[src/design/iptc_pkg.sv]
package iptc_pkg;

  // Capture geometry.
  localparam int MAX_SYMBOLS     = 64;
  localparam int SYM_IDX_W       = $clog2(MAX_SYMBOLS);
  localparam int MIN_EDGES       = 12;
  localparam int PAD_DURATION_US = 1000;
  localparam int US_PER_MS       = 1000;

  // Timeout in microseconds: 16 bit milliseconds times one thousand.
  localparam int TIMEOUT_US_W    = 26;

  // Configuration register indexes.
  typedef enum logic [1:0] {
    REG_NOISE_FILTER = 2'd0,
    REG_MAX_DURATION = 2'd1,
    REG_IDLE_GAP     = 2'd2,
    REG_LEARN_TIMEOUT = 2'd3
  } cfg_idx_e;

  // Request codes of an input transaction.
  typedef enum logic {
    REQ_START  = 1'b0,
    REQ_SAMPLE = 1'b1
  } req_type_e;

  // Controller states.
  typedef enum logic [1:0] {
    ST_RUN,
    ST_TIMEOUT,
    ST_READ,
    ST_EMIT
  } ctrl_state_e;

  typedef struct packed {
    logic        req_type;
    logic        pin_level;
    logic [31:0] time_us;
  } in_t;

  typedef struct packed {
    logic        status;
    logic [5:0]  sym_pos;
    logic        first_level;
    logic [14:0] first_duration;
    logic        second_level;
    logic [14:0] second_duration;
    logic [6:0]  symbol_count;
    logic [7:0]  edge_count;
    logic        last;
  } out_t;

  // Commands from the controller to the datapath.
  typedef struct packed {
    logic sample_en;
    logic rd_start;
    logic rd_issue;
    logic rd_advance;
    logic emit_timeout;
  } cmd_t;

  // Status from the datapath to the controller.
  typedef struct packed {
    logic finish;
    logic few_edges;
    logic rd_last;
  } stat_t;

endpackage

[src/design/iptc_datapath.sv]
module iptc_datapath import iptc_pkg::*; (
  input  logic        clk_i,
  input  logic        rst_ni,
  input  logic        cfg_we_i,
  input  logic [1:0]  cfg_index_i,
  input  logic [19:0] cfg_data_i,
  input  in_t         in_data_i,
  input  cmd_t        cmd_i,
  output stat_t       stat_o,
  output out_t        out_data_o
);

  // Configuration registers.
  logic [14:0]             noise_q;
  logic [14:0]             max_dur_q;
  logic [19:0]             idle_q;
  logic [TIMEOUT_US_W-1:0] timeout_us_q;

  // Capture state.
  logic                 active_q, active_d;
  logic                 started_q, started_d;
  logic                 prev_q, prev_d;
  logic [31:0]          last_q, last_d;
  logic [31:0]          start_q, start_d;
  logic [7:0]           edges_q, edges_d;
  logic [SYM_IDX_W-1:0] rd_k_q;

  // Symbol store, split into first and second halves.
  logic [15:0] first_mem  [MAX_SYMBOLS];
  logic [15:0] second_mem [MAX_SYMBOLS];
  logic [15:0] rd_first_q;
  logic [15:0] rd_second_q;

  logic [31:0]          elapsed;
  logic [31:0]          dur;
  logic                 timed_out;
  logic                 gap;
  logic                 chg;
  logic                 qual;
  logic                 add_ok;
  logic [14:0]          clamped;
  logic [SYM_IDX_W-1:0] wr_idx;
  logic                 wr_first;
  logic                 wr_second;
  logic [8:0]           cnt_sum;
  logic [6:0]           sym_count;
  logic                 rd_last;
  logic                 pad;

  // Configuration writes; the timeout is kept in microseconds.
  always_ff @(posedge clk_i or negedge rst_ni) begin
    if (!rst_ni) begin
      noise_q      <= 15'd100;
      max_dur_q    <= 15'd32767;
      idle_q       <= 20'd20000;
      timeout_us_q <= TIMEOUT_US_W'(10000 * US_PER_MS);
    end else if (cfg_we_i) begin
      case (cfg_idx_e'(cfg_index_i))
        REG_NOISE_FILTER:  noise_q   <= cfg_data_i[14:0];
        REG_MAX_DURATION:  max_dur_q <= cfg_data_i[14:0];
        REG_IDLE_GAP:      idle_q    <= cfg_data_i;
        REG_LEARN_TIMEOUT: timeout_us_q <= TIMEOUT_US_W'(cfg_data_i[15:0]) *
                                           TIMEOUT_US_W'(US_PER_MS);
        default: ;
      endcase
    end
  end

  // Interval and timeout measurements for the sample at the input.
  always_comb begin
    elapsed   = in_data_i.time_us - start_q;
    dur       = in_data_i.time_us - last_q;
    timed_out = elapsed >= 32'(timeout_us_q);
    gap       = dur > 32'(idle_q);
    chg       = in_data_i.pin_level != prev_q;
    qual      = started_q && (edges_q >= 8'(MIN_EDGES));
    add_ok    = (dur >= 32'(noise_q)) && (edges_q < 8'(2 * MAX_SYMBOLS));
    clamped   = (dur > 32'(max_dur_q)) ? max_dur_q : dur[14:0];
    wr_idx    = edges_q[SYM_IDX_W:1];
  end

  assign stat_o.finish = (in_data_i.req_type == REQ_SAMPLE) && active_q &&
                         (timed_out || (gap && qual));
  assign stat_o.few_edges = edges_q < 8'(MIN_EDGES);

  // Next capture state for an accepted transaction.
  always_comb begin
    active_d  = active_q;
    started_d = started_q;
    prev_d    = prev_q;
    last_d    = last_q;
    start_d   = start_q;
    edges_d   = edges_q;
    wr_first  = 1'b0;
    wr_second = 1'b0;
    if (cmd_i.sample_en) begin
      if (in_data_i.req_type == REQ_START) begin
        active_d  = 1'b1;
        started_d = 1'b0;
        prev_d    = in_data_i.pin_level;
        last_d    = in_data_i.time_us;
        start_d   = in_data_i.time_us;
        edges_d   = '0;
      end else if (active_q) begin
        if (stat_o.finish) begin
          active_d = 1'b0;
        end else if (chg) begin
          if (gap) begin
            edges_d   = '0;
            started_d = 1'b0;
          end else if (add_ok) begin
            wr_first  = !edges_q[0];
            wr_second = edges_q[0];
            edges_d   = edges_q + 8'd1;
            started_d = 1'b1;
          end
          prev_d = in_data_i.pin_level;
          last_d = in_data_i.time_us;
        end
      end
    end
  end

  always_ff @(posedge clk_i or negedge rst_ni) begin
    if (!rst_ni) begin
      active_q  <= 1'b0;
      started_q <= 1'b0;
      prev_q    <= 1'b1;
      last_q    <= '0;
      start_q   <= '0;
      edges_q   <= '0;
      rd_k_q    <= '0;
    end else begin
      active_q  <= active_d;
      started_q <= started_d;
      prev_q    <= prev_d;
      last_q    <= last_d;
      start_q   <= start_d;
      edges_q   <= edges_d;
      if (cmd_i.rd_start) begin
        rd_k_q <= '0;
      end else if (cmd_i.rd_advance) begin
        rd_k_q <= rd_k_q + SYM_IDX_W'(1);
      end
    end
  end

  // Store writes and the registered readout port. A first half write
  // also clears the second half of that symbol.
  always_ff @(posedge clk_i) begin
    if (wr_first) begin
      first_mem[wr_idx]  <= {~prev_q, clamped};
      second_mem[wr_idx] <= '0;
    end else if (wr_second) begin
      second_mem[wr_idx] <= {~prev_q, clamped};
    end
    if (cmd_i.rd_issue) begin
      rd_first_q  <= first_mem[rd_k_q];
      rd_second_q <= second_mem[rd_k_q];
    end
  end

  // Frame length in symbols, limited to the store depth.
  always_comb begin
    cnt_sum   = {1'b0, edges_q} + 9'd1;
    sym_count = (edges_q >= 8'(2 * MAX_SYMBOLS)) ? 7'(MAX_SYMBOLS) : cnt_sum[7:1];
    rd_last   = (7'(rd_k_q) + 7'd1) == sym_count;
    pad       = rd_last && (rd_second_q[14:0] == 15'd0);
  end

  assign stat_o.rd_last = rd_last;

  // Result payload: either the timeout status or one stored symbol.
  always_comb begin
    out_data_o            = '0;
    out_data_o.edge_count = edges_q;
    if (cmd_i.emit_timeout) begin
      out_data_o.status = 1'b1;
      out_data_o.last   = 1'b1;
    end else begin
      out_data_o.sym_pos         = 6'(rd_k_q);
      out_data_o.first_level     = rd_first_q[15];
      out_data_o.first_duration  = rd_first_q[14:0];
      out_data_o.second_level    = pad ? 1'b0 : rd_second_q[15];
      out_data_o.second_duration = pad ? 15'(PAD_DURATION_US) : rd_second_q[14:0];
      out_data_o.symbol_count    = sym_count;
      out_data_o.last            = rd_last;
    end
  end

endmodule

[src/design/iptc_ctrl.sv]
module iptc_ctrl import iptc_pkg::*; (
  input  logic  clk_i,
  input  logic  rst_ni,
  input  logic  in_valid_i,
  output logic  in_stall_o,
  output logic  out_valid_o,
  input  logic  out_stall_i,
  input  stat_t stat_i,
  output cmd_t  cmd_o
);

  ctrl_state_e state_q, state_d;

  always_ff @(posedge clk_i or negedge rst_ni) begin
    if (!rst_ni) begin
      state_q <= ST_RUN;
    end else begin
      state_q <= state_d;
    end
  end

  // Sample intake, then the readout walk or a timeout status when a capture finishes.
  always_comb begin
    state_d     = state_q;
    cmd_o       = '0;
    in_stall_o  = 1'b1;
    out_valid_o = 1'b0;
    case (state_q)
      ST_RUN: begin
        in_stall_o      = 1'b0;
        cmd_o.sample_en = in_valid_i;
        if (in_valid_i && stat_i.finish) begin
          if (stat_i.few_edges) begin
            state_d = ST_TIMEOUT;
          end else begin
            cmd_o.rd_start = 1'b1;
            state_d        = ST_READ;
          end
        end
      end
      ST_TIMEOUT: begin
        out_valid_o        = 1'b1;
        cmd_o.emit_timeout = 1'b1;
        if (!out_stall_i) begin
          state_d = ST_RUN;
        end
      end
      ST_READ: begin
        cmd_o.rd_issue = 1'b1;
        state_d        = ST_EMIT;
      end
      ST_EMIT: begin
        out_valid_o = 1'b1;
        if (!out_stall_i) begin
          if (stat_i.rd_last) begin
            state_d = ST_RUN;
          end else begin
            cmd_o.rd_advance = 1'b1;
            state_d          = ST_READ;
          end
        end
      end
      default: state_d = ST_RUN;
    endcase
  end

endmodule

[src/design/ir_pulse_train_capture_core.sv]
// Infrared pulse train capture core.
// Input channel (in_valid_i, in_stall_o, in_data_i): a start transaction opens a
// learning session with the idle receiver level and time; sample transactions
// carry timestamped receiver levels. Transactions are taken back to back while no
// frame or timeout status is offered. Output channel (out_valid_o, out_stall_i,
// out_data_o): when a capture finishes, the core emits one transaction per stored
// symbol, or a single timeout status. The timeout status appears in the cycle
// after the finishing sample. A frame's first symbol follows the ST_READ state,
// which issues the registered store read, and each further symbol again passes
// a store read in ST_READ and an output in ST_EMIT. The input stalls for the
// whole readout. A stalled result holds its payload, and the readout waits on it.
// The configuration port (cfg_we_i, cfg_index_i, cfg_data_i) is to be written by
// the user only while the core is idle; the core itself does not enforce it.
// Reset restores the default register values and closes any session; the
// symbol store is not cleared and needs no clearing pass.
module ir_pulse_train_capture_core import iptc_pkg::*; (
  input  logic        clk_i,
  input  logic        rst_ni,
  input  logic        cfg_we_i,
  input  logic [1:0]  cfg_index_i,
  input  logic [19:0] cfg_data_i,
  input  logic        in_valid_i,
  output logic        in_stall_o,
  input  in_t         in_data_i,
  output logic        out_valid_o,
  input  logic        out_stall_i,
  output out_t        out_data_o
);

  cmd_t  cmd;
  stat_t stat;

  // Sequencer for intake and readout.
  iptc_ctrl u_ctrl (
    .clk_i       (clk_i),
    .rst_ni      (rst_ni),
    .in_valid_i  (in_valid_i),
    .in_stall_o  (in_stall_o),
    .out_valid_o (out_valid_o),
    .out_stall_i (out_stall_i),
    .stat_i      (stat),
    .cmd_o       (cmd)
  );

  // Measurement, capture state and symbol store.
  iptc_datapath u_datapath (
    .clk_i       (clk_i),
    .rst_ni      (rst_ni),
    .cfg_we_i    (cfg_we_i),
    .cfg_index_i (cfg_index_i),
    .cfg_data_i  (cfg_data_i),
    .in_data_i   (in_data_i),
    .cmd_i       (cmd),
    .stat_o      (stat),
    .out_data_o  (out_data_o)
  );

endmodule

[config.mk]
export PLATFORM = sky130hd
export DESIGN_NAME = ir_pulse_train_capture_core
export DESIGN_NICKNAME = d
export VERILOG_FILES = /design/src/design/iptc_pkg.sv /design/src/design/iptc_datapath.sv /design/src/design/iptc_ctrl.sv /design/src/design/ir_pulse_train_capture_core.sv
export SDC_FILE = /design/constraint.sdc
export NUM_CORES = 2
export LEC_CHECK = 0
export BUFFER_PORTS_ARGS = -buffer_cell sky130_fd_sc_hd__buf_4
export CAP_MARGIN = 10
export CORE_MARGIN = 2
export CORE_UTILIZATION = 45
export DETAILED_ROUTE_END_ITERATION = 7
export MAX_ROUTING_LAYER = met4
export PLACE_DENSITY = 0.73
export SYNTH_ARGS = -nofsm -noshare
export SYNTH_HDL_FRONTEND = slang
export SYNTH_SLANG_ARGS = --single-unit
[constraint.sdc]
create_clock -name clk_i -period 8.96 [get_ports clk_i]
set_input_delay 1.344 -clock clk_i [delete_from_list [all_inputs] [get_ports clk_i]]
set_output_delay 1.344 -clock clk_i [all_outputs]
set_load 0.05 [all_outputs]
# Word level (Yosys, flattened, before mapping)
# Memory sizes are Yosys's and may differ from the RTL's. A register that Yosys moved wholly into a read port is not among the register bits.
# Index checks and enable logic that the tools add are counted.
dict set report word_totals {
  mem_count 2
  output_inout_bits 57
  ram_bits 2048
  regBits 156
}
dict set report op_classes {
  mux 68
  bitwise 3
  n_eq_ne 15
  n_lt_le_gt_ge 8
  mul 1
  add_sub_neg 6
  reduce_logical 22
}
# name words width read_ports rd_ports_with_merged_regs wr line_no
set memory_table {}
lappend memory_table {u_datapath.first_mem 64 16 1 1 1 iptc_datapath.sv:29} ;# logic [15:0] first_mem [MAX_SYMBOLS];
lappend memory_table {u_datapath.second_mem 64 16 1 1 1 iptc_datapath.sv:30} ;# logic [15:0] second_mem [MAX_SYMBOLS];
# op count
set op_table {}
lappend op_table {{two-way mux 32 bit} 4}
lappend op_table {{subtractor 32 bit} 2}
lappend op_table {{two-way mux 8 bit} 6}
lappend op_table {{two-way mux 45 bit} 1}
lappend op_table {{two-way mux 1 bit} 44}
lappend op_table {{>= comparator 32 x 15 -> 1 bit} 1}
lappend op_table {{>= comparator 32 x 26 -> 1 bit} 1}
lappend op_table {{> comparator 32 x 15 -> 1 bit} 1}
lappend op_table {{> comparator 32 x 20 -> 1 bit} 1}
lappend op_table {{two-way mux 15 bit} 2}
lappend op_table {{multiplier 16 x 7 -> 23 bit (second input constant)} 1}
lappend op_table {{adder 8 x 1 -> 8 bit (second input constant)} 2}
lappend op_table {{two-way mux 16 bit} 1}
lappend op_table {{logical NOT 15 bit} 1}
lappend op_table {{two-way mux 2 bit} 6}
lappend op_table {{two-way mux 6 bit} 2}
lappend op_table {{AND reduction 2 bit} 5}
lappend op_table {{== test 2 bit (second input constant)} 4}
lappend op_table {{>= comparator 8 x 4 -> 1 bit (second input constant)} 1}
lappend op_table {{>= comparator 8 bit (second input constant)} 1}
lappend op_table {{less-than comparator 8 x 4 -> 1 bit (second input constant)} 1}
lappend op_table {{less-than comparator 8 bit (second input constant)} 1}
lappend op_table {{one-hot mux 2 bit (4 select lines)} 1}
lappend op_table {{adder 6 x 1 -> 7 bit (second input constant)} 1}
lappend op_table {{19 further kinds} 32}

# Logic depth before layout (Yosys ltp)
dict set report depth {
  word_depth 14
  ltp_mapped 25
  ltp_nobuf 23
}

# Hierarchy
# A second synthesis with hierarchy kept.
dict set report hier_totals {
  cells_unflattened 5730
  hier_area_um2 95623.0
}
# mod area_each_um2 cells_each instances
set modules_own_cells {}
lappend modules_own_cells {iptc_datapath 95476.6 5713 1}
lappend modules_own_cells {iptc_ctrl 146.4 17 1}

# Worst setup path after synthesis
# No wires, ideal clock.
dict set report synth_timing {
  kind {input to register}
  startpoint {input port in_data_i[8] (netlist name)}
  endpoint {memory u_datapath.second_mem[0][0] (data pin)}
  setup_ns 0.722
  path_buffers 1
  required_ns 8.238
  path_stages 20
  setup_slack_ns -0.435
  arrival_time_ns 8.673
  cell_sequence {ha_1 > a211oi_1 > nor2_1 > a311oi_2 > nand2_1 > a221oi_1 > xnor2_1 > ha_1 > a21o_1 > a21oi_1 > nor2_1 > a2111oi_0 > a211oi_1 > and4_1 > nor4_2 > a21oi_1 > a311oi_4 > buf_6 > o211ai_4 > a211oi_1}
}
dict set report synth_via {
  elab_chain_len 14
}
# item line_no
set synth_lines {}
lappend synth_lines {{start: declaration} ir_pulse_train_capture_core.sv:24} ;# input in_t in_data_i,
lappend synth_lines {{subtractor 32 bit} iptc_datapath.sv:72} ;# dur = in_data_i.time_us - last_q;
lappend synth_lines {{>= comparator 32 x 15 -> 1 bit} iptc_datapath.sv:77} ;# add_ok = (dur >= 32'(noise_q)) && (edges_q < 8'(2 * MAX_SYMBOLS));
lappend synth_lines {{logical AND 1 bit} iptc_datapath.sv:77}
lappend synth_lines {{two-way mux 1 bit} iptc_datapath.sv:111} ;# end else if (add_ok) begin
lappend synth_lines {{two-way mux 1 bit} iptc_datapath.sv:108} ;# if (gap) begin
lappend synth_lines {{two-way mux 1 bit} iptc_datapath.sv:107} ;# end else if (chg) begin
lappend synth_lines {{two-way mux 1 bit} iptc_datapath.sv:105} ;# if (stat_o.finish) begin
lappend synth_lines {{two-way mux 1 bit} iptc_datapath.sv:104} ;# end else if (active_q) begin
lappend synth_lines {{two-way mux 1 bit} iptc_datapath.sv:97} ;# if (in_data_i.req_type == REQ_START) begin
lappend synth_lines {{two-way mux 1 bit} iptc_datapath.sv:96} ;# if (cmd_i.sample_en) begin
lappend synth_lines {{two-way mux 1 bit} iptc_datapath.sv:154} ;# end else if (wr_second) begin
lappend synth_lines {{two-way mux 1 bit} iptc_datapath.sv:151} ;# if (wr_first) begin
lappend synth_lines {{two-way mux 1 bit (implied by the code)} iptc_datapath.sv:155} ;# second_mem[wr_idx] <= {~prev_q, clamped};
lappend synth_lines {{two-way mux 16 bit (no source line) (*)} n/a}
lappend synth_lines {{end: declaration} iptc_datapath.sv:30}
# Mark *: on every way between the ends. The rest lies on a longest branch, timed or not.

# Worst setup path in the final report
dict set report layout_timing {
  startpoint {input port in_data_i[8] (netlist name)}
  endpoint {memory u_datapath.first_mem[36][8], enable pin}
}
dict set report layout_via {
  elab_chain_len 12
}
# item line_no
set layout_lines {}
lappend layout_lines {{subtractor 32 bit} iptc_datapath.sv:72}
lappend layout_lines {{>= comparator 32 x 15 -> 1 bit} iptc_datapath.sv:77}
lappend layout_lines {{logical AND 1 bit} iptc_datapath.sv:77}
lappend layout_lines {{two-way mux 1 bit} iptc_datapath.sv:111}
lappend layout_lines {{two-way mux 1 bit} iptc_datapath.sv:108}
lappend layout_lines {{two-way mux 1 bit} iptc_datapath.sv:107}
lappend layout_lines {{two-way mux 1 bit (*)} iptc_datapath.sv:105}
lappend layout_lines {{two-way mux 1 bit (*)} iptc_datapath.sv:104}
lappend layout_lines {{two-way mux 1 bit (*)} iptc_datapath.sv:97}
lappend layout_lines {{two-way mux 1 bit (*)} iptc_datapath.sv:96}
lappend layout_lines {{two-way mux 1 bit (*)} iptc_datapath.sv:151}
lappend layout_lines {{two-way mux 1 bit (implied by the code) (*)} iptc_datapath.sv:152} ;# first_mem[wr_idx] <= {~prev_q, clamped};
lappend layout_lines {{end: declaration} iptc_datapath.sv:29}
# Marks and branches as above.

==> run_results.csv <==
group,metric,value,unit
routing,vias_per_cell,6.02,
routing,drtAntennaViolNets,0,
synth,syn_avg_cell_area,18.5,µm²
sta,slew_headroom,19.4,%
setup_path,worstRegToRegCells,22,
setup_path,crit_start,"in_data_i[8]",
power,p_switching,6.93,mW
power,max-vdd-ir-drop,0.200,mV
floorplan,die_h,462,µm
cts,clk_latency,0.85,ns
floorplan,ioPinCount,118,
global_route,gr-total-overflow,0,
setup_path,worst_setup_path_end_kind,"register",
setup_path,reg2reg_slack,1.79,ns
final_layout,drive_above_1_share,25.2,%
setup_path,startpoint_type,"input port",
sta,setup_viol,0,
routing,drtPass1Iterations,6,
global_route,grt_pass1_vias,49700,
power,p_leak,36.0,nW
synth,synth_seq_cells,2236,
final_layout,final_util,51.3,%
synth,yosysWarnings,0,
sta,tns,0,ns
final_layout,syn_to_final_growth,13.5,%
setup_path,cp_common_cell,"buf_4",
final_layout,layout.nets,5731,
setup_path,crit_path_end,"u_datapath.first_mem[36][8]$_DFFE_PP_",
sta,fmax,135,MHz
setup_path,cp_slowest_stage_delay,0.71,ns
sta,fin_crit,7.43,ns
routing,drt-total-wl,238,mm
global_route,antenna_found_initial,9,
power,p_int,18.6,mW
setup_path,worst_ep_arrival_time,7.98,ns
synth,async_flop_share,6.98,%
floorplan,die_area,214000,µm²
routing,vias,50700,
flow_run,cap_violations,0,
synth,synth_edf_count,2080,
final_layout,final-seq-area,66400,µm²
floorplan,fp.dieW,462,µm
routing,routedWlPerCell,28.3,µm
cts,clockBufferDepth,3,
sta,rsz0062_at_grt,"no",
cts,cts_resized,0,
power,p_seq_share,46.9,%
cts,clkTransAtPathRegs,0.06,ns
power,p_comb_share,18.0,%
power,p_clk_share,35.2,%
setup_path,cp_slowest_cell,"a311oi_4",
synth,syn_inst,5107,
floorplan,start_util,45.2,%
sta,tightestPinTransition,1.21,ns
synth,ys_types,92,
power,switching_share,27.1,%
setup_path,r2r_start,"u_datapath.last_q[8]$_DFFE_PN0P_",
setup_path,worstSetupPathType,"in -> reg",
sta,fin_skew,0.0702,ns
final_layout,n_fill_cell,16200,
setup_path,rr_endpoint,"u_datapath.first_mem[36][8]$_DFFE_PP_",
routing,drtIter0Drc,6779,
global_route,grt_max_degree,107,
global_route,grt_pass1_wl,347,mm
global_route,met3_usage,4.04,%
cts,cts_hold_buffers,0,
cts,cts-buffers-inserted,212,
power,power_density,238,nW/µm²
cts,htreeDepth,4,
sta,hold_slack,0.481,ns
run_status,status,"finished clean",
synth,synth-seq-area-share,70.2,%
sta,drv_slew,0,
min_path,hold_path_depth,2,
global_route,met1_usage,30.7,%
placement,io_buffers,117,
setup_path,required,9.51,ns
final_layout,multi_input_area,26700,µm²
placement,dpl.hpwl,147,mm
setup_path,critical_path_peak_fanout,16,
cts,cts_setup_buffers,0,
floorplan,core-area,209000,µm²
min_path,hold_path.class,"reg -> reg",
synth,synth_ff_type,"edfxtp_1",
sta,period_share,82.9,%
cts,cts-root-buf,"clkbuf_16",
setup_path,cp_cell_sequence,"buf_4, ha_1, a211oi_1, nor2_1, a311oi_2, nand2_1, a221oi_1, xnor2_1, ha_1, a21o_1, a21oi_1, nor2_1, a2111oi_0, a211oi_1, and4_1, nor4_2, a21oi_1, a311oi_4, buf_4, o2111ai_4, nor2_2, buf_4",
synth,synth_area,94600,µm²
global_route,track_usage,22.7,%
sta,finalHoldViolCount,0,
cts,cts.sinks,2236,
cts,cts_tree,"yes",
placement,place.gp.congestion,0.945,
floorplan,rows,168,
routing,drc,0,
global_route,top_usage_layer,"met2",
global_route,met2_usage,34.5,%
synth,syn_nets,5414,
[synthesized netlist by cell type (32+ instances only)]
| library cell | number | area share, % |
|---|---|---|
| nand2_1 | 191 | 0.76 |
| mux4_2 | 555 | 13 |
| a21oi_1 | 146 | 0.77 |
| ha_1 | 190 | 2.5 |
| edfxtp_1 | 2080 | 66 |
| o221ai_1 | 63 | 0.58 |
| a211oi_1 | 40 | 0.32 |
| clkbuf_1 | 159 | 0.63 |
| a31oi_1 | 33 | 0.22 |
| inv_1 | 233 | 0.92 |
| o21ai_0 | 131 | 0.69 |
| buf_1 | 61 | 0.24 |
| nor3_1 | 32 | 0.17 |
| o22ai_1 | 33 | 0.22 |
| nand3_1 | 48 | 0.25 |
| a21o_1 | 47 | 0.37 |
| xnor2_1 | 52 | 0.48 |
| mux2_2 | 72 | 0.86 |
| dfrtp_1 | 124 | 3.3 |
| mux2i_1 | 136 | 1.4 |
| dfstp_2 | 32 | 0.89 |
| nor2_1 | 247 | 0.98 |
| fa_1 | 56 | 1.2 |
| and2_1 | 41 | 0.27 |
[kinds of logic after synthesis]
kind of cell,Yosys count,synth area share [%]
AOI/OAI and AO/OA,615,4.48
xor gates and xnor gates,81,0.750
adders and majority gates,246,3.70
buffers and inverters,476,1.95
DFF,2236,70.2
muxes,763,15.5
and+or+nand+nor,690,3.40
[cells in the final DEF (no fill, tap or decap), types with 19 or more instances in the layout]
cell type / count
fa_1: 56
ha_1: 190
mux2i_1: 136
clkinv_1: 51
nor2_1: 219
clkbuf_1: 41
o22ai_1: 33
bufinv_16: 25
buf_12: 19
xor2_1: 29
nand2_1: 178
a21oi_1: 131
clkbuf_16: 214
a31oi_1: 33
a211oi_1: 37
xnor2_1: 52
nand4_1: 21
o21ai_0: 131
inv_1: 230
mux2_2: 72
edfxtp_1: 2080
mux4_2: 555
clkinv_2: 36
dfrtp_1: 118
o221ai_1: 63
buf_4: 324
nor2b_1: 21
nor2_2: 32
a21o_1: 47
and2_1: 41
nand3_1: 48
dfstp_2: 32
nor3_1: 32
[sequential cells by signal, summed over array words and instances (netlist names)]
signal	cells
u_datapath.first_mem	1024
u_datapath.second_mem	1024
u_datapath.rd_k_q	6
u_datapath.rd_second_q	16
u_datapath.max_dur_q	15
u_datapath.noise_q	15
u_datapath.started_q	1
u_datapath.idle_q	20
u_datapath.prev_q	1
u_datapath.active_q	1
u_datapath.rd_first_q	16
u_datapath.last_q	32
u_datapath.timeout_us_q	23
u_datapath.start_q	32
u_datapath.edges_q	8
u_ctrl.state_q	2
[worst min path at each step]
| stage | from | slack (ns) | to |
|---|---|---|---|
| after floorplan | u_datapath.timeout_us_q[24]$_DFFE_PN0P_ | 0.45 | u_datapath.timeout_us_q[24]$_DFFE_PN0P_ |
| after global placement | u_datapath.timeout_us_q[18]$_DFFE_PN0P_ | 0.47 | u_datapath.timeout_us_q[18]$_DFFE_PN0P_ |
| after detailed placement | u_datapath.idle_q[13]$_DFFE_PN0P_ | 0.47 | u_datapath.idle_q[13]$_DFFE_PN0P_ |
| after CTS | u_datapath.timeout_us_q[15]$_DFFE_PN1P_ | 0.48 | u_datapath.timeout_us_q[15]$_DFFE_PN1P_ |
| after global routing | u_datapath.timeout_us_q[16]$_DFFE_PN0P_ | 0.50 | u_datapath.timeout_us_q[16]$_DFFE_PN0P_ |
| final | u_datapath.idle_q[5]$_DFFE_PN1P_ | 0.48 | u_datapath.idle_q[5]$_DFFE_PN1P_ |
[metal layers]
| layer | vias to the layer above | share of wire (%) |
|---|---|---|
| met5 | - | 0 |
| met4 | 0 | 4.0 |
| met3 | 449 | 9.5 |
| met2 | 2845 | 47 |
| met1 | 26200 | 39 |
| li1 | 21200 | - |
[worst max-delay path, delay by kind of cell]
| kind | cells | cell delay [ns] |
|---|---|---|
| xor+xnor | 1 | 0.29 |
| simple gates | 6 | 1.53 |
| fa+ha+maj | 2 | 0.71 |
| buf+inv | 3 | 0.69 |
| compound gates | 10 | 3.37 |
[metrics by stage]
| stage | worst slack, ns | std cells | cell area (µm²) | power (mW) |
|---|---|---|---|---|
| finish | 1.53 | 8410 | 107000 | 25.5 |
| global route | 1.19 | 8409 | 107000 | 26.5 |
| CTS | 1.65 | 8402 | 107000 | 25.6 |
| detailed placement | 0.829 | 8015 | 100000 | 16.7 |
| global placement | 0.847 | 8015 | 100000 | 16.6 |
| floorplan | -0.435 | 5107 | 94600 | 15.3 |
[power by group through the flow]
stage	combinational, mW	sequential, mW	clock, mW
global placement	4.41	12.2	0
detailed placement	4.52	12.2	0
floorplan	3.23	12.1	0
finish	4.59	12.0	8.97
global route	5.08	12.0	9.45
CTS	4.55	12.0	9.08
[final cells by class]
cell class | count | area share, %
clock buffer | 257 | 5.16
inverter | 235 | 0.824
clock inverter | 130 | 1.31
timing repair buffer | 344 | 2.63
sequential | 2236 | 61.9
multi-input combinational | 2395 | 24.9
antenna | 8 | 0.0187
tap | 2805 | 3.27
Note: power is estimated with default switching activity, not from simulation.
